`config.mk`:
```
export PLATFORM = sky130hd
export DESIGN_NAME = keyed_timeout_table_unit
export DESIGN_NICKNAME = d
export VERILOG_FILES = /design/src/hw/rtl/kttu_pkg.sv /design/src/hw/rtl/kttu_store.sv /design/src/hw/rtl/kttu_cmp.sv /design/src/hw/rtl/keyed_timeout_table_unit.sv
export VERILOG_INCLUDE_DIRS = /design/src /design/src/hw/rtl
export SDC_FILE = /design/constraint.sdc
export NUM_CORES = 2
export LEC_CHECK = 0
export ABC_CLOCK_PERIOD_IN_PS = 15300
export BUFFER_PORTS_ARGS = -buffer_cell sky130_fd_sc_hd__buf_2
export CAP_MARGIN = 10
export CORE_UTILIZATION = 40
export CTS_CLUSTER_SIZE = 10
export DETAILED_ROUTE_END_ITERATION = 10
export PLACE_DENSITY = 0.57
export SLEW_MARGIN = 20
export SYNTH_ARGS = -nofsm -noshare
export SYNTH_HDL_FRONTEND = slang
export SYNTH_HIERARCHICAL = 1
export SYNTH_SLANG_ARGS = --single-unit
```
`constraint.sdc`:
```
create_clock -name i_clk -period 15.3 [get_ports i_clk]
set_input_delay 1.53 -clock i_clk [delete_from_list [all_inputs] [get_ports i_clk]]
set_output_delay 1.53 -clock i_clk [all_outputs]
set_load 0.02 [all_outputs]
```
`src/hw/rtl/keyed_timeout_table_unit_assert.svh`:
```
// ----------------------------------------------------------------------------
// Keyed timeout table assertion macros
// Concurrent check wrappers clocked on i_clk and gated by i_rst_n.
// ----------------------------------------------------------------------------
`ifndef KEYED_TIMEOUT_TABLE_UNIT_ASSERT_SVH
`define KEYED_TIMEOUT_TABLE_UNIT_ASSERT_SVH

`ifndef ASSERT_OFF
// property must hold at every edge out of reset
`define KTTU_ASSERT(lbl, prop, msg) \
    lbl: assert property (@(posedge i_clk) disable iff (!i_rst_n) prop) else $error(msg);
// condition must never be seen out of reset
`define KTTU_ASSERT_NEVER(lbl, cond, msg) \
    lbl: assert property (@(posedge i_clk) disable iff (!i_rst_n) !(cond)) else $error(msg);
`else
`define KTTU_ASSERT(lbl, prop, msg)
`define KTTU_ASSERT_NEVER(lbl, cond, msg)
`endif

`endif

```
`src/hw/rtl/kttu_pkg.sv`:
```
// ----------------------------------------------------------------------------
// Keyed timeout table package
// Field widths, command and status codes, shared types.
// ----------------------------------------------------------------------------
`timescale 1ns / 1ps

package kttu_pkg;

    localparam int KEY_W  = 32;
    localparam int TIME_W = 32;
    localparam int TAG_W  = 16;
    localparam int CMD_W  = 3;
    localparam int STS_W  = 3;

    localparam int S_TDATA_W = 80;  // key, gap_ms, tag
    localparam int S_TUSER_W = 8;   // command
    localparam int M_TDATA_W = 48;  // result_key, result_tag
    localparam int M_TUSER_W = 8;   // status

    localparam int DEF_TABLE_ENTRIES = 16;
    localparam int DEF_TAG_BITS      = 16;

    typedef enum logic [CMD_W-1:0] {
        CMD_SET   = 3'd0,
        CMD_TAKE  = 3'd1,
        CMD_QUERY = 3'd2,
        CMD_TICK  = 3'd3,
        CMD_SWEEP = 3'd4
    } t_cmd;

    typedef enum logic [STS_W-1:0] {
        STS_OK        = 3'd0,
        STS_DUP       = 3'd1,
        STS_NOT_FOUND = 3'd2,
        STS_FULL      = 3'd3,
        STS_EXPIRED   = 3'd4,
        STS_NONE      = 3'd5
    } t_status;

    // compare unit flags for one table entry
    typedef struct packed {
        logic eq;       // entry key equals search key
        logic expired;  // elapsed time beyond gap
        logic less;     // entry key below current best key
    } t_cmp_res;

    // table update strobes
    typedef struct packed {
        logic wr_en;    // write entry and mark valid
        logic clr_en;   // drop entry
    } t_store_ctl;

endpackage

```
`src/hw/rtl/kttu_store.sv`:
```
// ----------------------------------------------------------------------------
// Keyed timeout table entry store
// Entry memory with one registered read port, one write port, valid flags.
// ----------------------------------------------------------------------------
`timescale 1ns / 1ps

module kttu_store #(
    parameter int TABLE_ENTRIES = kttu_pkg::DEF_TABLE_ENTRIES,
    parameter int TAG_STORE_W   = kttu_pkg::TAG_W
) (
    input  logic                                  i_clk,
    input  logic                                  i_rst_n,
    input  kttu_pkg::t_store_ctl                  i_ctl,
    input  logic [$clog2(TABLE_ENTRIES)-1:0]      i_rd_addr,
    output logic                                  o_rd_vld,
    output logic [kttu_pkg::KEY_W-1:0]            o_rd_key,
    output logic [kttu_pkg::TIME_W-1:0]           o_rd_start,
    output logic [kttu_pkg::TIME_W-1:0]           o_rd_gap,
    output logic [TAG_STORE_W-1:0]                o_rd_tag,
    input  logic [$clog2(TABLE_ENTRIES)-1:0]      i_wr_addr,
    input  logic [kttu_pkg::KEY_W-1:0]            i_wr_key,
    input  logic [kttu_pkg::TIME_W-1:0]           i_wr_start,
    input  logic [kttu_pkg::TIME_W-1:0]           i_wr_gap,
    input  logic [TAG_STORE_W-1:0]                i_wr_tag,
    input  logic [$clog2(TABLE_ENTRIES)-1:0]      i_clr_addr
);
    import kttu_pkg::*;

    logic [KEY_W-1:0]       r_key_mem   [TABLE_ENTRIES];
    logic [TIME_W-1:0]      r_start_mem [TABLE_ENTRIES];
    logic [TIME_W-1:0]      r_gap_mem   [TABLE_ENTRIES];
    logic [TAG_STORE_W-1:0] r_tag_mem   [TABLE_ENTRIES];
    logic [TABLE_ENTRIES-1:0] r_valid;
    logic [TABLE_ENTRIES-1:0] n_valid;
    logic                     r_rd_vld;

    always_ff @(posedge i_clk) begin
        if (i_ctl.wr_en) begin
            r_key_mem[i_wr_addr]   <= i_wr_key;
            r_start_mem[i_wr_addr] <= i_wr_start;
            r_gap_mem[i_wr_addr]   <= i_wr_gap;
            r_tag_mem[i_wr_addr]   <= i_wr_tag;
        end
        o_rd_key   <= r_key_mem[i_rd_addr];
        o_rd_start <= r_start_mem[i_rd_addr];
        o_rd_gap   <= r_gap_mem[i_rd_addr];
        o_rd_tag   <= r_tag_mem[i_rd_addr];
    end

    always_comb begin
        n_valid = r_valid;
        if (i_ctl.wr_en) begin
            n_valid[i_wr_addr] = 1'b1;
        end
        if (i_ctl.clr_en) begin
            n_valid[i_clr_addr] = 1'b0;
        end
    end

    always_ff @(posedge i_clk) begin
        if (!i_rst_n) begin
            r_valid  <= '0;
            r_rd_vld <= 1'b0;
        end else begin
            r_valid  <= n_valid;
            r_rd_vld <= r_valid[i_rd_addr];
        end
    end

    assign o_rd_vld = r_rd_vld;

endmodule

```
`src/hw/rtl/kttu_cmp.sv`:
```
// ----------------------------------------------------------------------------
// Keyed timeout table compare unit
// Shared per-entry compare: key match, expiry, key ordering.
// ----------------------------------------------------------------------------
`timescale 1ns / 1ps

module kttu_cmp (
    input  logic [kttu_pkg::KEY_W-1:0]  i_rd_key,
    input  logic [kttu_pkg::TIME_W-1:0] i_rd_start,
    input  logic [kttu_pkg::TIME_W-1:0] i_rd_gap,
    input  logic [kttu_pkg::TIME_W-1:0] i_now,
    input  logic [kttu_pkg::KEY_W-1:0]  i_key,
    input  logic [kttu_pkg::KEY_W-1:0]  i_best_key,
    output kttu_pkg::t_cmp_res          o_res
);
    import kttu_pkg::*;

    logic [TIME_W-1:0] elapsed;

    // elapsed time wraps with the counter
    assign elapsed       = i_now - i_rd_start;
    assign o_res.eq      = (i_rd_key == i_key);
    assign o_res.expired = (elapsed > i_rd_gap);
    assign o_res.less    = (i_rd_key < i_best_key);

endmodule

```
`src/hw/rtl/keyed_timeout_table_unit.sv`:
```
// ----------------------------------------------------------------------------
// Keyed timeout table unit
// Bounded table of pending timeouts keyed by sequence number, with set,
// take, query, millisecond tick and expiry sweep commands.
// ----------------------------------------------------------------------------
//  channel | dir | tdata (low bit up)          | tuser       | tlast
//  s_axis  | in  | key, gap_ms, tag            | command     | -
//  m_axis  | out | result_key, result_tag      | status      | last
//
//  A sweep removing k entries takes max(k,1) table passes; every table pass
//  reads one entry per cycle through the single memory read port and the
//  shared compare unit.
//  Reset: i_rst_n synchronous active low clears valid flags and the counter.
//  Output stalls hold the sequencer in its emit step; ready only when idle.
// ----------------------------------------------------------------------------
`timescale 1ns / 1ps
`include "keyed_timeout_table_unit_assert.svh"

module keyed_timeout_table_unit #(
    parameter int TABLE_ENTRIES = kttu_pkg::DEF_TABLE_ENTRIES,
    parameter int TAG_BITS      = kttu_pkg::DEF_TAG_BITS
) (
    input  logic                             i_clk,
    input  logic                             i_rst_n,
    input  logic                             s_axis_tvalid,
    output logic                             s_axis_tready,
    // [31:0] key, [63:32] gap_ms, [79:64] tag
    input  logic [kttu_pkg::S_TDATA_W-1:0]   s_axis_tdata,
    // [2:0] command
    input  logic [kttu_pkg::S_TUSER_W-1:0]   s_axis_tuser,
    output logic                             m_axis_tvalid,
    input  logic                             m_axis_tready,
    // [31:0] result_key, [47:32] result_tag
    output logic [kttu_pkg::M_TDATA_W-1:0]   m_axis_tdata,
    // [2:0] status
    output logic [kttu_pkg::M_TUSER_W-1:0]   m_axis_tuser,
    output logic                             m_axis_tlast
);
    import kttu_pkg::*;

    localparam int AW   = $clog2(TABLE_ENTRIES);
    localparam int CW   = AW + 1;
    localparam int TagW = (TAG_BITS < TAG_W) ? TAG_BITS : TAG_W;

    typedef enum logic [2:0] {
        S_IDLE = 3'b001,
        S_SCAN = 3'b010,
        S_EMIT = 3'b100
    } t_state;

    t_state            r_state, n_state;
    t_cmd              r_cmd, n_cmd;
    logic [KEY_W-1:0]  r_key, n_key;
    logic [TIME_W-1:0] r_gap, n_gap;
    logic [TagW-1:0]   r_tag, n_tag;
    logic [TIME_W-1:0] r_now, n_now;
    logic [CW-1:0]     r_cnt, n_cnt;
    logic              r_sel_found, n_sel_found;
    logic [AW-1:0]     r_sel_idx, n_sel_idx;
    logic [KEY_W-1:0]  r_sel_key, n_sel_key;
    logic [TagW-1:0]   r_sel_tag, n_sel_tag;
    logic              r_free_found, n_free_found;
    logic [AW-1:0]     r_free_idx, n_free_idx;
    logic [CW-1:0]     r_exp_cnt, n_exp_cnt;
    logic              r_out_valid, n_out_valid;
    t_status           r_out_status, n_out_status;
    logic [KEY_W-1:0]  r_out_key, n_out_key;
    logic [TAG_W-1:0]  r_out_tag, n_out_tag;
    logic              r_out_last, n_out_last;

    logic [CMD_W-1:0]  in_cmd;
    logic              out_free;
    logic [AW-1:0]     eval_idx;
    t_store_ctl        store_ctl;
    logic              rd_vld;
    logic [KEY_W-1:0]  rd_key;
    logic [TIME_W-1:0] rd_start;
    logic [TIME_W-1:0] rd_gap;
    logic [TagW-1:0]   rd_tag;
    t_cmp_res          cmp;

    kttu_store #(
        .TABLE_ENTRIES (TABLE_ENTRIES),
        .TAG_STORE_W   (TagW)
    ) u_store (
        .i_clk      (i_clk),
        .i_rst_n    (i_rst_n),
        .i_ctl      (store_ctl),
        .i_rd_addr  (r_cnt[AW-1:0]),
        .o_rd_vld   (rd_vld),
        .o_rd_key   (rd_key),
        .o_rd_start (rd_start),
        .o_rd_gap   (rd_gap),
        .o_rd_tag   (rd_tag),
        .i_wr_addr  (r_free_idx),
        .i_wr_key   (r_key),
        .i_wr_start (r_now),
        .i_wr_gap   (r_gap),
        .i_wr_tag   (r_tag),
        .i_clr_addr (r_sel_idx)
    );

    kttu_cmp u_cmp (
        .i_rd_key   (rd_key),
        .i_rd_start (rd_start),
        .i_rd_gap   (rd_gap),
        .i_now      (r_now),
        .i_key      (r_key),
        .i_best_key (r_sel_key),
        .o_res      (cmp)
    );

    assign in_cmd   = s_axis_tuser[CMD_W-1:0];
    // output register frees this cycle if empty or being taken
    assign out_free = !r_out_valid || m_axis_tready;
    // read data belongs to the address issued in the previous cycle
    assign eval_idx = AW'(r_cnt - CW'(1));

    always_comb begin
        n_state      = r_state;
        n_cmd        = r_cmd;
        n_key        = r_key;
        n_gap        = r_gap;
        n_tag        = r_tag;
        n_now        = r_now;
        n_cnt        = r_cnt;
        n_sel_found  = r_sel_found;
        n_sel_idx    = r_sel_idx;
        n_sel_key    = r_sel_key;
        n_sel_tag    = r_sel_tag;
        n_free_found = r_free_found;
        n_free_idx   = r_free_idx;
        n_exp_cnt    = r_exp_cnt;
        n_out_valid  = r_out_valid && !m_axis_tready;
        n_out_status = r_out_status;
        n_out_key    = r_out_key;
        n_out_tag    = r_out_tag;
        n_out_last   = r_out_last;
        store_ctl    = '0;

        unique case (r_state)
            S_IDLE: begin
                if (s_axis_tvalid) begin
                    n_cmd        = t_cmd'(in_cmd);
                    n_key        = s_axis_tdata[31:0];
                    n_gap        = s_axis_tdata[63:32];
                    n_tag        = s_axis_tdata[64 +: TagW];
                    n_cnt        = '0;
                    n_sel_found  = 1'b0;
                    n_free_found = 1'b0;
                    n_exp_cnt    = '0;
                    unique case (in_cmd)
                        CMD_SET, CMD_TAKE, CMD_QUERY, CMD_SWEEP: n_state = S_SCAN;
                        CMD_TICK: n_state = S_EMIT;
                        default:  n_state = S_IDLE;  // unused codes dropped
                    endcase
                end
            end
            S_SCAN: begin
                n_cnt = r_cnt + CW'(1);
                if (r_cnt != '0) begin
                    if (r_cmd == CMD_SWEEP) begin
                        // lowest expired key of this pass
                        if (rd_vld && cmp.expired) begin
                            n_exp_cnt = r_exp_cnt + CW'(1);
                            if (!r_sel_found || cmp.less) begin
                                n_sel_found = 1'b1;
                                n_sel_idx   = eval_idx;
                                n_sel_key   = rd_key;
                                n_sel_tag   = rd_tag;
                            end
                        end
                    end else begin
                        if (rd_vld && cmp.eq) begin
                            n_sel_found = 1'b1;
                            n_sel_idx   = eval_idx;
                            n_sel_tag   = rd_tag;
                        end
                        // first free slot
                        if (!rd_vld && !r_free_found) begin
                            n_free_found = 1'b1;
                            n_free_idx   = eval_idx;
                        end
                    end
                end
                if (r_cnt == CW'(TABLE_ENTRIES)) begin
                    n_cnt   = r_cnt;
                    n_state = S_EMIT;
                end
            end
            S_EMIT: begin
                if (out_free) begin
                    n_out_valid  = 1'b1;
                    n_out_key    = '0;
                    n_out_tag    = '0;
                    n_out_last   = 1'b1;
                    n_out_status = STS_OK;
                    n_state      = S_IDLE;
                    unique case (r_cmd)
                        CMD_SET: begin
                            n_out_key = r_key;
                            if (r_sel_found) begin
                                n_out_status = STS_DUP;
                            end else if (r_free_found) begin
                                store_ctl.wr_en = 1'b1;
                            end else begin
                                n_out_status = STS_FULL;
                            end
                        end
                        CMD_TAKE: begin
                            n_out_key = r_key;
                            if (r_sel_found) begin
                                n_out_tag        = TAG_W'(r_sel_tag);
                                store_ctl.clr_en = 1'b1;
                            end else begin
                                n_out_status = STS_NOT_FOUND;
                            end
                        end
                        CMD_QUERY: begin
                            n_out_key = r_key;
                            if (!r_sel_found) begin
                                n_out_status = STS_NOT_FOUND;
                            end
                        end
                        CMD_TICK: begin
                            n_now = r_now + TIME_W'(1);
                        end
                        CMD_SWEEP: begin
                            if (r_sel_found) begin
                                n_out_status     = STS_EXPIRED;
                                n_out_key        = r_sel_key;
                                n_out_tag        = TAG_W'(r_sel_tag);
                                n_out_last       = (r_exp_cnt == CW'(1));
                                store_ctl.clr_en = 1'b1;
                                if (r_exp_cnt != CW'(1)) begin
                                    // more expired entries: rescan
                                    n_state     = S_SCAN;
                                    n_cnt       = '0;
                                    n_sel_found = 1'b0;
                                    n_exp_cnt   = '0;
                                end
                            end else begin
                                n_out_status = STS_NONE;
                            end
                        end
                        default: begin
                            n_out_valid = r_out_valid && !m_axis_tready;
                        end
                    endcase
                end
            end
            default: begin
                n_state = S_IDLE;
            end
        endcase
    end

    always_ff @(posedge i_clk) begin
        if (!i_rst_n) begin
            r_state     <= S_IDLE;
            r_now       <= '0;
            r_exp_cnt   <= '0;
            r_out_valid <= 1'b0;
        end else begin
            r_state     <= n_state;
            r_now       <= n_now;
            r_exp_cnt   <= n_exp_cnt;
            r_out_valid <= n_out_valid;
        end
    end

    always_ff @(posedge i_clk) begin
        r_cmd        <= n_cmd;
        r_key        <= n_key;
        r_gap        <= n_gap;
        r_tag        <= n_tag;
        r_cnt        <= n_cnt;
        r_sel_found  <= n_sel_found;
        r_sel_idx    <= n_sel_idx;
        r_sel_key    <= n_sel_key;
        r_sel_tag    <= n_sel_tag;
        r_free_found <= n_free_found;
        r_free_idx   <= n_free_idx;
        r_out_status <= n_out_status;
        r_out_key    <= n_out_key;
        r_out_tag    <= n_out_tag;
        r_out_last   <= n_out_last;
    end

    assign s_axis_tready = (r_state == S_IDLE);
    assign m_axis_tvalid = r_out_valid;
    assign m_axis_tdata  = {r_out_tag, r_out_key};
    assign m_axis_tuser  = {{(M_TUSER_W - STS_W){1'b0}}, r_out_status};
    assign m_axis_tlast  = r_out_last;

    // only expired words may be followed by more words of the same sweep
    `KTTU_ASSERT(a_mid_word_expired, m_axis_tvalid && !m_axis_tlast |-> m_axis_tuser[2:0] == STS_EXPIRED, "non-last word is not an expired report")
    // scan pointer stays within the table
    `KTTU_ASSERT(a_scan_bound, r_state == S_SCAN |-> r_cnt <= CW'(TABLE_ENTRIES), "scan counter past table end")
    // a tick emitted advances the millisecond counter by one
    `KTTU_ASSERT(a_tick_advance, r_state == S_EMIT && r_cmd == CMD_TICK && out_free |=> r_now == $past(r_now) + TIME_W'(1), "tick did not advance counter")
    // expiry count never exceeds the entry count
    `KTTU_ASSERT_NEVER(a_exp_cnt_bound, r_exp_cnt > CW'(TABLE_ENTRIES), "expired count beyond table size")

endmodule
```
Word level (Yosys, flattened, before mapping)
Memories as Yosys holds them, arrays and structs flattened. A register that Yosys moved wholly into a read port is not among the register bits.
Cells that the tools add are included.
{"block": "totals", "ff_bits": 256, "ramBits": 1792, "out_inout_bits": 59, "memories": 4}
{"name": "u_store.r_gap_mem", "words": 16, "word_bits": 32, "read_ports": 1, "rd_clocked_by_memory_dff": 1, "wr": 1, "line_no": "kttu_store.sv:31", "text": "logic [TIME_W-1:0] r_gap_mem [TABLE_ENTRIES];"}
{"name": "u_store.r_key_mem", "words": 16, "word_bits": 32, "read_ports": 1, "rd_clocked_by_memory_dff": 1, "wr": 1, "line_no": "kttu_store.sv:29", "text": "logic [KEY_W-1:0] r_key_mem [TABLE_ENTRIES];"}
{"name": "u_store.r_start_mem", "words": 16, "word_bits": 32, "read_ports": 1, "rd_clocked_by_memory_dff": 1, "wr": 1, "line_no": "kttu_store.sv:30", "text": "logic [TIME_W-1:0] r_start_mem [TABLE_ENTRIES];"}
{"name": "u_store.r_tag_mem", "words": 16, "word_bits": 16, "read_ports": 1, "rd_clocked_by_memory_dff": 1, "wr": 1, "line_no": "kttu_store.sv:32", "text": "logic [TAG_STORE_W-1:0] r_tag_mem [TABLE_ENTRIES];"}
{"block": "classes", "n_addsub": 5, "n_lt_le_gt_ge": 7, "eq_ne": 32, "muxes": 69, "bitwise": 4, "reduce_logical": 37}
{"operator": "$mux 16", "count": 6}
{"operator": "$pmux 32 s2", "count": 1}
{"operator": "$mux 5", "count": 9}
{"operator": "$add 32x1->32 const B", "count": 1}
{"operator": "$eq 32x32->1", "count": 1}
{"operator": "$gt 32x32->1", "count": 1}
{"operator": "$lt 32x32->1", "count": 1}
{"operator": "$mux 32", "count": 1}
{"operator": "$sub 32x32->32", "count": 1}
{"operator": "$pmux 5 s3", "count": 2}
{"operator": "$mux 1", "count": 27}
{"operator": "$ne 2x2->1 const B", "count": 12}
{"operator": "$pmux 3 s3", "count": 2}
{"operator": "$and 16x16->16", "count": 1}
{"operator": "$mux 2", "count": 8}
{"operator": "$mux 4", "count": 4}
{"operator": "$not 16->16", "count": 1}
{"operator": "$or 16x16->16", "count": 1}
{"operator": "$eq 3x2->1 const B", "count": 5}
{"operator": "$lt 4x5->1 const B", "count": 3}
{"operator": "$reduce_and 5->1", "count": 3}
{"operator": "$add 5x1->5 const B", "count": 2}
{"operator": "$eq 3x1->1 const B", "count": 3}
{"operator": "$eq 3x3->1 const B", "count": 3}
{"operator": "other kinds (31)", "count": 55}

Longest topological paths before layout
{"block": "logic_depth", "word_depth": 8, "depth_mapped": 24, "depth_no_buf": 23}

Hierarchy
The synthesis kept the hierarchy.
{"mod": "kttu_store", "n_inst": 1, "cells_each": 2934, "area_per_inst_um2": 70181.1, "seq_area_each_um2": 56394.1}
{"mod": "keyed_timeout_table_unit", "n_inst": 1, "cells_each": 564, "area_per_inst_um2": 8773.4, "seq_area_each_um2": 6766.5}
{"mod": "kttu_cmp", "n_inst": 1, "cells_each": 511, "area_per_inst_um2": 3683.5, "seq_area_each_um2": 0.0}

Least setup slack after synthesis
No wires, ideal clock.
{"block": "synth_path", "path_kind": "input to register", "startpoint": "input m_axis_tready", "endpoint": "register u_store.r_valid[0]", "setup_time_ns": 0.106, "arrival_time_ns": 16.392, "setup_slack_ns": -1.198, "path_stages": 6, "path_buffers": 0, "cell_sequence": "nor2b_1 -> nor2_1 -> and4_1 -> nand2b_1 -> nor4_1 -> o221a_2"}
{"element": "from (decl)", "line_no": "keyed_timeout_table_unit.sv:32", "text": "input logic m_axis_tready,"}
{"element": "to (signal assigned)", "line_no": "kttu_store.sv:65", "text": "r_valid <= n_valid;"}
{"element": "to (decl)", "line_no": "kttu_store.sv:33", "text": "logic [TABLE_ENTRIES-1:0] r_valid;"}

==> results_dict.tcl <==
set metrics [dict create \
    dr.pass1.iters 5 \
    synth.avg_cell_area_um2 20.6 \
    routed_wl_um 196000 \
    grt_max_degree 147 \
    wire_per_inst_um 27.3 \
    drcViolationCount 0 \
    multi_input_area_mm2 0.0183 \
    cts.repair.resized 0 \
    dp_hpwl_um 97900 \
    required_ns 15.77 \
    crit_arrival_ns 7.84 \
    crit_type "reg2reg" \
    overflow 0 \
    maxCapViolCount 0 \
    period_needed_ns 7.37 \
    seq_area_frac_synth_pct 76.4 \
    start_util_pct 40.3 \
    cts_hold_buffers 0 \
    area_growth_pct 13.6 \
    synth_ff_type "edfxtp_1" \
    fin_crit_sh_pct 48.2 \
    layout-drive-gt1-share_pct 23.5 \
    cts_tree "built" \
    pin_count 151 \
    synth_cells 4009 \
    grt_pass1_wl_um 288000 \
    path_clk_slew_ns 0.06 \
    synth-async-reset-ratio_pct 0 \
    drtIter0Drc 3768 \
    die_x_um 457 \
    synth_warnings 6 \
    r2r_start "r_now[3]$_SDFFE_PN0P_" \
    hp-start "u_store/o_rd_tag[10]$_DFF_P_" \
    ctsRootBufferMaster "clkbuf_16" \
    crit_fanout 32 \
    cts-buffers-inserted 239 \
    slew_headroom_pct 21.7 \
    synth_area_mm2 0.0826 \
    die_h_um 457 \
    endpoint_kind "flip-flop" \
    design_area_mm2 0.0939 \
    final_common_cell "edfxtp_1" \
    tightest_slew_ns 1.17 \
    drv_slew 0 \
    num_rows 166 \
    ys_ff_latch 2160 \
    clockBufferDepth 3 \
    grt_pass1_vias 41700 \
    hold_path_class "reg2reg" \
    powerDensity_mw_per_mm2 155 \
    fin_nets 4477 \
    die_area_mm2 0.208 \
    cts_max_level 4 \
    antenna_found_initial 14 \
    grtUsageTotal_pct 18.9 \
    fin_worst_skew_ns 0.0623 \
    cts.sink_count 2160 \
    dpl-instance-area_mm2 0.0867 \
    synth_cell_types 72 \
    ant_nets 0 \
    post_cts_buffers 0 \
    status "complete, no violations" \
    p_leak_nw 30.8 \
    regArea_mm2 0.0632 \
    fillers 17100 \
    mostFrequentLayoutCells "edfxtp_1 (1990), mux4_2 (450), clkbuf_16 (241), clkbuf_1 (179), dfxtp_1 (170)" \
    viasPerCell 5.59 \
    setup.worst_path.start_class "flip-flop" \
    globalplace.congestion 0.781 \
    io_buffers 140 \
    setup.worst_path.start "r_now[3]$_SDFFE_PN0P_" \
    num_vias 40100 \
    max_freq_mhz 136 \
    worst_skew_pair.late_latency_ns 0.89 \
    setup_viol 0 \
    rsz0062_at_grt "no" \
    timing.setup.tns_ns 0 \
    synth_edf_count 1990 \
    coreArea_mm2 0.205 \
    finalHoldViolations 0 \
    vdd_drop_max_mv 0.153 \
]
-- cell usage after synthesis (all sizes together) (11+ instances only) --
master,n,share of area [%]
o221a,16,0.22
a22oi,224,2.4
clkbuf,85,0.39
and2,22,0.17
xnor2,31,0.33
nand2,158,0.72
o21ai,39,0.24
a21o,37,0.34
xor2,52,0.55
inv,113,0.51
or3,13,0.10
nand2b,16,0.12
buf,104,0.72
a21oi,71,0.43
nand3,30,0.18
ha,100,1.5
nand4,33,0.26
nor4,18,0.14
nor3,20,0.12
nor2,62,0.28
edfxtp,1990,72
nor2b,11,0.083
a22o,32,0.34
mux4,450,12
dfxtp,170,4.1
-- worst max-delay path: stages (launching register included) --
cell and delay [ns]:
dfxtp_1 0.84, ha_1 0.42, a21oi_1 0.24, a211oi_2 0.11, a211oi_1 0.84, or3_4 0.30, a311oi_4 0.13, a311oi_4 0.44
nor4b_1 0.11, a311o_1 0.30, ha_1 0.28, nand4_1 0.14, nor4_1 0.63, a221oi_1 0.28, a31oi_1 0.43, and4_1 0.50
and3_2 0.96
-- final timing paths --
| kind | endpoint | slack, ns | cells after the start |
|---|---|---|---|
| worst max-delay path | r_sel_key[2]$_DFFE_PP_ | 7.93 | 16 |
| worst min-delay path | r_sel_tag[10]$_DFFE_PP_ | 0.40 | 0 |
| worst max register to register | r_sel_key[2]$_DFFE_PP_ | 7.93 | 16 |
| worst min register to register | r_sel_tag[10]$_DFFE_PP_ | 0.40 | 0 |
-- metal layers --
metal / global-route usage (%) / up-vias / part of all wire [%]
met5: 0 / - / 0.0066
met4: 4.89 / 2 / 2.0
met3: 2.67 / 276 / 4.9
met2: 30.4 / 1072 / 48
met1: 26.9 / 21700 / 45
li1: - / 17100 / -
-- stage by stage --
| step | worst slack [ns] | total power, mW | util [%] | hold WS [ns] | std cells |
|---|---|---|---|---|---|
| after floorplan | 1.98 | 8.67 | - | 0.386 | 4013 |
| after detailed placement | 7.98 | 9.42 | 42.3 | 0.389 | 6731 |
| final | 7.93 | 14.5 | 45.8 | 0.404 | 7181 |
| after global routing | 7.62 | 15.1 | 45.8 | 0.415 | 7180 |
| after global placement | 8.10 | 9.40 | 42.3 | 0.390 | 6731 |
| after CTS | 7.97 | 14.7 | 45.8 | 0.407 | 7179 |
-- cell type report --
cell class	count	share of cell area [%]
tap	2688	3.58
inverter	115	0.460
clock buffer	430	7.28
antenna	2	0.00533
multi-input combinational	1549	19.5
timing repair buffer	219	1.51
clock inverter	18	0.374
sequential	2160	67.3
-- logic make-up after synthesis --
family | synth area share (%)
adders and majority gates | 1.55
and+or+nand+nor | 2.62
AOI/OAI and AO/OA | 4.54
muxes | 12.3
xor gates and xnor gates | 0.880
other | 0.00454
buffers and inverters | 1.63
DFF | 76.4
-- registers in the layout (all words and copies together) (netlist names), 32 cells and up --
| signal | flops |
|---|---|
| u_store/o_rd_gap | 32 |
| u_store/r_tag_mem | 256 |
| u_store/r_key_mem | 512 |
| u_store/r_start_mem | 512 |
| r_out_key | 32 |
| u_store/o_rd_start | 32 |
| r_key | 32 |
| r_gap | 32 |
| u_store/r_gap_mem | 512 |
| r_sel_key | 32 |
| u_store/o_rd_key | 32 |
| r_now | 32 |
-- report_power, final --
part	internal, mW	switching [mW]	leakage (nW)
registers	6.79	0.276	19.8
logic	0.943	1.25	7.56
clock network	3.01	2.27	3.40
total	10.7	3.80	30.8
Power figures use the tool's default switching activity.
